[src/rtl/bmf_pkg.sv]
package bmf_pkg;

  // Width of the window_count register and its value after reset.
  localparam int COUNT_W     = 5;
  localparam int COUNT_RESET = 5;

  typedef enum logic [1:0] {
    CMD_HOLD,
    CMD_INSERT,
    CMD_SHIFT,
    CMD_CLEAR
  } cell_cmd_t;

  typedef enum logic {
    ST_IDLE,
    ST_SCAN
  } state_t;

endpackage

[src/rtl/bmf_cell.sv]
module bmf_cell import bmf_pkg::*; #(
  parameter int SAMPLE_BITS = 10,
  parameter int IDX_W       = 4
) (
  input  logic                   clk,
  input  logic                   rst,
  input  cell_cmd_t              cmd,
  input  logic [SAMPLE_BITS-1:0] sample,
  input  logic [IDX_W-1:0]       new_idx,
  input  logic                   prev_gt,
  input  logic [SAMPLE_BITS-1:0] prev_value,
  input  logic [IDX_W-1:0]       prev_idx,
  input  logic                   prev_valid,
  input  logic [SAMPLE_BITS-1:0] next_value,
  input  logic [IDX_W-1:0]       next_idx,
  input  logic                   next_valid,
  output logic [SAMPLE_BITS-1:0] value,
  output logic [IDX_W-1:0]       idx,
  output logic                   valid,
  output logic                   gt
);

  logic [SAMPLE_BITS-1:0] value_next;
  logic [IDX_W-1:0]       idx_next;
  logic                   valid_next;

  // An empty cell counts as holding a value above any sample.
  assign gt = !valid || (value > sample);

  always_comb begin
    value_next = value;
    idx_next   = idx;
    valid_next = valid;
    unique case (cmd)
      CMD_HOLD: begin
      end
      CMD_INSERT: begin
        // The first cell above the sample takes it; those further up move one place up.
        if (gt) begin
          if (prev_gt) begin
            value_next = prev_value;
            idx_next   = prev_idx;
            valid_next = prev_valid;
          end else begin
            value_next = sample;
            idx_next   = new_idx;
            valid_next = 1'b1;
          end
        end
      end
      CMD_SHIFT: begin
        value_next = next_value;
        idx_next   = next_idx;
        valid_next = next_valid;
      end
      CMD_CLEAR: begin
        valid_next = 1'b0;
      end
      default: begin
      end
    endcase
  end

  always_ff @(posedge clk) begin
    value <= value_next;
    idx   <= idx_next;
    if (rst) begin
      valid <= 1'b0;
    end else begin
      valid <= valid_next;
    end
  end

endmodule

[src/rtl/block_median_filter.sv]
// Median-of-N filter over a stream of converter samples.
// Samples enter on the s_axis channel, one item per handshake. They are kept
// in a row of cells sorted by value as they arrive, each tagged with its
// place in the window. The sample that completes a window of window_count
// items (0 acts as 1, values above MAX_WINDOW act as MAX_WINDOW) starts a
// scan: the row shifts towards cell 0 once a cycle, counting entries of the
// window, until the entry at sorted index (limited count)/2 is at the head.
// That value goes to the m_axis output register and the row is emptied.
// A sample that does not complete a window leaves s_axis_tready high for the
// next one. A completing sample holds s_axis_tready low while the scan shifts
// the row; the median is then loaded into the m_axis output register.
// If the receiver stalls, the finished median waits in the output register
// while new samples are still taken; a scan that finds its median before
// the register is free pauses at that point.
// Reset empties the window and sets window_count to 5; cfg_we writes it.
module block_median_filter import bmf_pkg::*; #(
  parameter int MAX_WINDOW  = 16,
  parameter int SAMPLE_BITS = 10
) (
  input  logic                                    clk,
  input  logic                                    rst,
  input  logic                                    cfg_we,
  input  logic [COUNT_W-1:0]                      cfg_wdata,
  input  logic                                    s_axis_tvalid,
  output logic                                    s_axis_tready,
  input  logic [((SAMPLE_BITS + 7) / 8) * 8 - 1:0] s_axis_tdata,  // sample
  output logic                                    m_axis_tvalid,
  input  logic                                    m_axis_tready,
  output logic [((SAMPLE_BITS + 7) / 8) * 8 - 1:0] m_axis_tdata   // median
);

  localparam int DATA_W = ((SAMPLE_BITS + 7) / 8) * 8;
  localparam int IDX_W  = (MAX_WINDOW > 1) ? $clog2(MAX_WINDOW) : 1;
  localparam int CNT_W  = $clog2(MAX_WINDOW + 1);

  logic [COUNT_W-1:0]     window_count;
  logic [CNT_W-1:0]       fill;
  logic [CNT_W-1:0]       fill_next;
  logic [CNT_W-1:0]       sel;
  logic [CNT_W-1:0]       sel_next;
  logic [CNT_W-1:0]       eff_count;
  logic [CNT_W-1:0]       rank;
  state_t                 state;
  state_t                 state_next;
  cell_cmd_t              cmd;
  logic                   out_valid;
  logic                   out_valid_next;
  logic                   load_out;
  logic [SAMPLE_BITS-1:0] median;
  logic [SAMPLE_BITS-1:0] sample;
  logic                   head_sel;

  logic [SAMPLE_BITS-1:0] cell_value [MAX_WINDOW];
  logic [IDX_W-1:0]       cell_idx   [MAX_WINDOW];
  logic [MAX_WINDOW-1:0]  cell_valid;
  logic [MAX_WINDOW-1:0]  cell_gt;

  assign sample        = s_axis_tdata[SAMPLE_BITS-1:0];
  assign s_axis_tready = (state == ST_IDLE);
  assign m_axis_tvalid = out_valid;
  assign m_axis_tdata  = DATA_W'(median);

  always_comb begin
    if (window_count == '0) begin
      eff_count = CNT_W'(1);
    end else if (32'(window_count) > MAX_WINDOW) begin
      eff_count = CNT_W'(MAX_WINDOW);
    end else begin
      eff_count = CNT_W'(window_count);
    end
  end

  assign rank     = eff_count >> 1;
  assign head_sel = cell_valid[0] && (CNT_W'(cell_idx[0]) < eff_count);

  for (genvar i = 0; i < MAX_WINDOW; i++) begin : g_cell
    logic                   p_gt;
    logic [SAMPLE_BITS-1:0] p_value;
    logic [IDX_W-1:0]       p_idx;
    logic                   p_valid;
    logic [SAMPLE_BITS-1:0] n_value;
    logic [IDX_W-1:0]       n_idx;
    logic                   n_valid;

    if (i == 0) begin : g_first
      assign p_gt    = 1'b0;
      assign p_value = '0;
      assign p_idx   = '0;
      assign p_valid = 1'b0;
    end else begin : g_inner
      assign p_gt    = cell_gt[i-1];
      assign p_value = cell_value[i-1];
      assign p_idx   = cell_idx[i-1];
      assign p_valid = cell_valid[i-1];
    end

    if (i == MAX_WINDOW - 1) begin : g_last
      assign n_value = '0;
      assign n_idx   = '0;
      assign n_valid = 1'b0;
    end else begin : g_body
      assign n_value = cell_value[i+1];
      assign n_idx   = cell_idx[i+1];
      assign n_valid = cell_valid[i+1];
    end

    bmf_cell #(
      .SAMPLE_BITS (SAMPLE_BITS),
      .IDX_W       (IDX_W)
    ) u_cell (
      .clk        (clk),
      .rst        (rst),
      .cmd        (cmd),
      .sample     (sample),
      .new_idx    (fill[IDX_W-1:0]),
      .prev_gt    (p_gt),
      .prev_value (p_value),
      .prev_idx   (p_idx),
      .prev_valid (p_valid),
      .next_value (n_value),
      .next_idx   (n_idx),
      .next_valid (n_valid),
      .value      (cell_value[i]),
      .idx        (cell_idx[i]),
      .valid      (cell_valid[i]),
      .gt         (cell_gt[i])
    );
  end

  always_ff @(posedge clk) begin
    if (rst) begin
      state        <= ST_IDLE;
      fill         <= '0;
      sel          <= '0;
      out_valid    <= 1'b0;
      window_count <= COUNT_W'(COUNT_RESET);
    end else begin
      state     <= state_next;
      fill      <= fill_next;
      sel       <= sel_next;
      out_valid <= out_valid_next;
      if (cfg_we) begin
        window_count <= cfg_wdata;
      end
    end
  end

  always_ff @(posedge clk) begin
    if (load_out) begin
      median <= cell_value[0];
    end
  end

  always_comb begin
    state_next     = state;
    fill_next      = fill;
    sel_next       = sel;
    cmd            = CMD_HOLD;
    load_out       = 1'b0;
    out_valid_next = out_valid && !m_axis_tready;
    unique case (state)
      ST_IDLE: begin
        if (s_axis_tvalid) begin
          cmd = CMD_INSERT;
          if ((CNT_W + 1)'(fill) + (CNT_W + 1)'(1) >= (CNT_W + 1)'(eff_count)) begin
            fill_next  = '0;
            sel_next   = '0;
            state_next = ST_SCAN;
          end else begin
            fill_next = fill + CNT_W'(1);
          end
        end
      end
      ST_SCAN: begin
        if (head_sel && (sel == rank)) begin
          // The median is at the head; it waits here until the output register is free.
          if (!out_valid || m_axis_tready) begin
            load_out       = 1'b1;
            out_valid_next = 1'b1;
            cmd            = CMD_CLEAR;
            state_next     = ST_IDLE;
          end
        end else begin
          cmd = CMD_SHIFT;
          if (head_sel) begin
            sel_next = sel + CNT_W'(1);
          end
        end
      end
      default: begin
        state_next = ST_IDLE;
      end
    endcase
  end

  // Occupied cells always form an unbroken run from cell 0.
  a_prefix: assert property (@(posedge clk) disable iff (rst)
    $onehot0(cell_valid + MAX_WINDOW'(1)))
    else $error("occupied cells are not contiguous from the head");

  // While scanning, the head cell always holds an entry.
  a_scan_head: assert property (@(posedge clk) disable iff (rst)
    (state == ST_SCAN) |-> cell_valid[0])
    else $error("scan ran past the end of the window");

  // A freshly loaded median leaves the row empty and the input open.
  a_emit_clears: assert property (@(posedge clk) disable iff (rst)
    $rose(m_axis_tvalid) |-> ((cell_valid == '0) && (state == ST_IDLE)))
    else $error("row not emptied after the median was taken");

  // The fill count stays below the row length.
  a_fill_range: assert property (@(posedge clk) disable iff (rst)
    32'(fill) < MAX_WINDOW)
    else $error("fill count out of range");

endmodule

[config.mk]
export PLATFORM = sky130hd
export DESIGN_NAME = block_median_filter
export DESIGN_NICKNAME = d
export VERILOG_FILES = /design/src/rtl/bmf_pkg.sv /design/src/rtl/bmf_cell.sv /design/src/rtl/block_median_filter.sv
export SDC_FILE = /design/constraint.sdc
export NUM_CORES = 1
export LEC_CHECK = 0
export BUFFER_PORTS_ARGS = -buffer_cell sky130_fd_sc_hd__buf_2
export CAP_MARGIN = 20
export CELL_PAD_IN_SITES_DETAIL_PLACEMENT = 1
export CELL_PAD_IN_SITES_GLOBAL_PLACEMENT = 1
export CORE_ASPECT_RATIO = 2
export CORE_MARGIN = 8
export CORE_UTILIZATION = 55
export CTS_BUF_LIST = sky130_fd_sc_hd__clkbuf_16
export CTS_CLUSTER_DIAMETER = 60
export CTS_CLUSTER_SIZE = 30
export DETAILED_ROUTE_END_ITERATION = 12
export PLACE_DENSITY_LB_ADDON = 0.1
export SYNTH_ARGS = -nofsm -noshare
export SYNTH_HDL_FRONTEND = slang
export SYNTH_HIERARCHICAL = 1
export SYNTH_SLANG_ARGS = --single-unit
[constraint.sdc]
create_clock -name clk -period 13 [get_ports clk]
set_input_delay 1.3 -clock clk [delete_from_list [all_inputs] [get_ports clk]]
set_output_delay 1.3 -clock clk [all_outputs]
set_load 0.05 [all_outputs]
==> reports/qor.yml <==
power_switching_share_pct: 39.51
report.final.setup_viol: 0
syn_avg_cell_area_um2: 9.840
startpoint_type: "flip-flop"
drive_gt1_share_pct: 8.188
cts_buffer_depth: 3
cp-end-kind: "flip-flop"
clockRootBuffer: "clkbuf_16"
finalNetCount: 2139
worstSkewPairLatency_ns: 0.55
post_cts_resize_count: 0
worstSetupStartpoint: "window_count[4]"
port_buffers: 31
start_util_pct: 55.60
cp_max_fo: 45
drv_cap: 0
cts_setup_buffers: 0
power.static_leakage_nw: 9.815
finalNonFillerCells: 2390
final_antenna_net_count: 0
die_w_um: 146.2
use_met1_pct: 23.44
min_period_ns: 4.998
seqPwrFrac_pct: 46.8
io_pins: 44
antenna_found_initial: 0
htree_num_levels: 1
grt_usage_pct: 27.82
gp_congestion: 0.8350
rows: 95
dr_total_vias: 14820
pwr-share-comb_pct: 35.3
power_switching_mw: 1.420
yosys_warnings: 6
core_mm2: 0.03352
grt_pass1_wl_um: 89090
irDropWorstVdd_mv: 0.1262
worst_clock_skew_ns: 0.04183
first_pass_iters: 7
syn_inst: 1894
hold_violations: 0
hold_path.class: "flip-flop to flip-flop"
cp_data_arrival_time_ns: 5.24
cts_num_sinks: 267
syn_area_mm2: 0.01864
dieArea_mm2: 0.04039
status: "finished clean"
grt_pass1_vias: 16760
dp_hpwl_um: 42820
cts_hold_buf: 0
relSlewSlack_pct: 33.09
timing.rr.end: "g_cell[15].u_cell/idx[2]"
route.detailed.drc: 0
path_class: "flip-flop to flip-flop"
p_int_mw: 2.174
first_iter_violations: 628
fin_crit_sh_pct: 38.45
grt_busiest_layer: "met2"
viasPerCell: 6.203
wl_um: 57270
area_delta_synth_final_pct: 8.606
setup_tns_ns: 0
timing.fmax_mhz: 200.1
r2r_cells: 12
rrSetupSlack_ns: 8.00
crit_path_end: "g_cell[15].u_cell/idx[2]"
clkPwrFrac_pct: 17.8
tightest_slew_ns: 0.9991
critPathRequiredTime_ns: 13.24
cts_tree: "built"
clk_pin_slew_worst_paths_ns: 0.12
grtUsageMet2_pct: 57.74
wl_per_cell_um: 23.96
cts_made_buffers: 17
grt.overflow.total: 0
rsz0062_at_grt: "false"
grt_max_degree: 58
grtUsageMet3_pct: 2.127
slew_violations: 0
dp.cells: 2358
power.density_mw_per_mm2: 177.5
r2r-start: "window_count[4]"
fp.dieH_um: 276.3
final_core_utilization_pct: 60.39
n_antenna_cell: 0
-- worst min path at each step --
| stage | start | to | slack, ns | cells after the start |
|---|---|---|---|---|
| global route | g_cell[0].u_cell/value[9] | median[9] | 0.53 | 0 |
| finish | fill[4] | fill[4] | 0.51 | 2 |
| global placement | fill[4] | fill[4] | 0.47 | 2 |
| CTS | fill[4] | fill[4] | 0.50 | 2 |
| floorplan | g_cell[0].u_cell/value[0] | median[0] | 0.45 | 0 |
| detailed placement | fill[4] | fill[4] | 0.49 | 2 |
-- layout by cell type, fill, tap and decap left out, types with 17 or more instances in the layout --
| cell | count |
|---|---|
| a21o_1 | 32 |
| a21oi_1 | 53 |
| and4_1 | 30 |
| buf_2 | 31 |
| buf_4 | 51 |
| clkbuf_16 | 17 |
| conb_1 | 37 |
| dfxtp_1 | 33 |
| edfxtp_1 | 234 |
| ha_1 | 170 |
| inv_1 | 196 |
| mux2i_1 | 230 |
| nand2_1 | 286 |
| nand2b_1 | 34 |
| nand4_1 | 17 |
| nor2_1 | 31 |
| nor2b_1 | 31 |
| nor3_1 | 17 |
| o21ai_0 | 259 |
| o21ai_1 | 30 |
-- power by group through the flow --
stage / registers, mW / clock network [mW] / logic [mW]
detailed placement: 1.70 / 0 / 1.25
finish: 1.68 / 0.641 / 1.27
global placement: 1.69 / 0 / 1.14
global route: 1.71 / 0.674 / 1.39
floorplan: 1.55 / 0 / 0.865
CTS: 1.68 / 0.657 / 1.26
-- metal layers --
layer  part of all wire (%)  routed length (µm)
met1                     32               18260
met5                      0                   0
met4                    7.3                4164
met2                     59               33790
met3                    1.8                1057
-- worst max-delay path, cell delays in order, from the launching register on --
cell and delay [ns]:
dfxtp_1 0.61, inv_1 0.18, nand2_1 0.16, ha_1 0.28, a21oi_1 0.24, o211ai_4 0.11, nor2_1 0.33, nand3_1 0.22
o21ai_4 0.63, buf_4 0.56, inv_1 0.16, o41ai_2 0.87, buf_4 0.33
-- flip-flops by register name, summed over array words and instances (netlist names) --
| name | count |
|---|---|
| state | 1 |
| g_cell.u_cell/idx | 64 |
| median | 10 |
| g_cell.u_cell/value | 160 |
| window_count | 5 |
| m_axis_tvalid | 1 |
| sel | 5 |
| fill | 5 |
| g_cell.u_cell/valid | 16 |
-- layout make-up --
class / instances / area [µm²]
Clock buffer: 17 / 425.4
Tap cell: 436 / 545.5
Timing Repair Buffer: 84 / 568.0
Inverter: 196 / 735.7
Sequential cell: 267 / 7687
Multi-Input combinational cell: 1377 / 10090
Clock inverter: 13 / 187.7
Fill cell: 3861 / 13280
-- metrics by stage --
| step | cell area [µm²] | hold WS, ns | setup slack (ns) | power [mW] |
|---|---|---|---|---|
| 6_report | 20240 | 0.5079 | 8.002 | 3.594 |
| 5_1_grt | 20240 | 0.5265 | 7.668 | 3.782 |
| 4_1_cts | 20210 | 0.4996 | 8.008 | 3.606 |
| 3_5_place_dp | 19600 | 0.4885 | 8.047 | 2.951 |
| 3_3_place_gp | 19600 | 0.4677 | 8.161 | 2.832 |
| 2_1_floorplan | 18770 | 0.4497 | 5.801 | 2.415 |
Note: power is estimated with default switching activity, not from simulation.
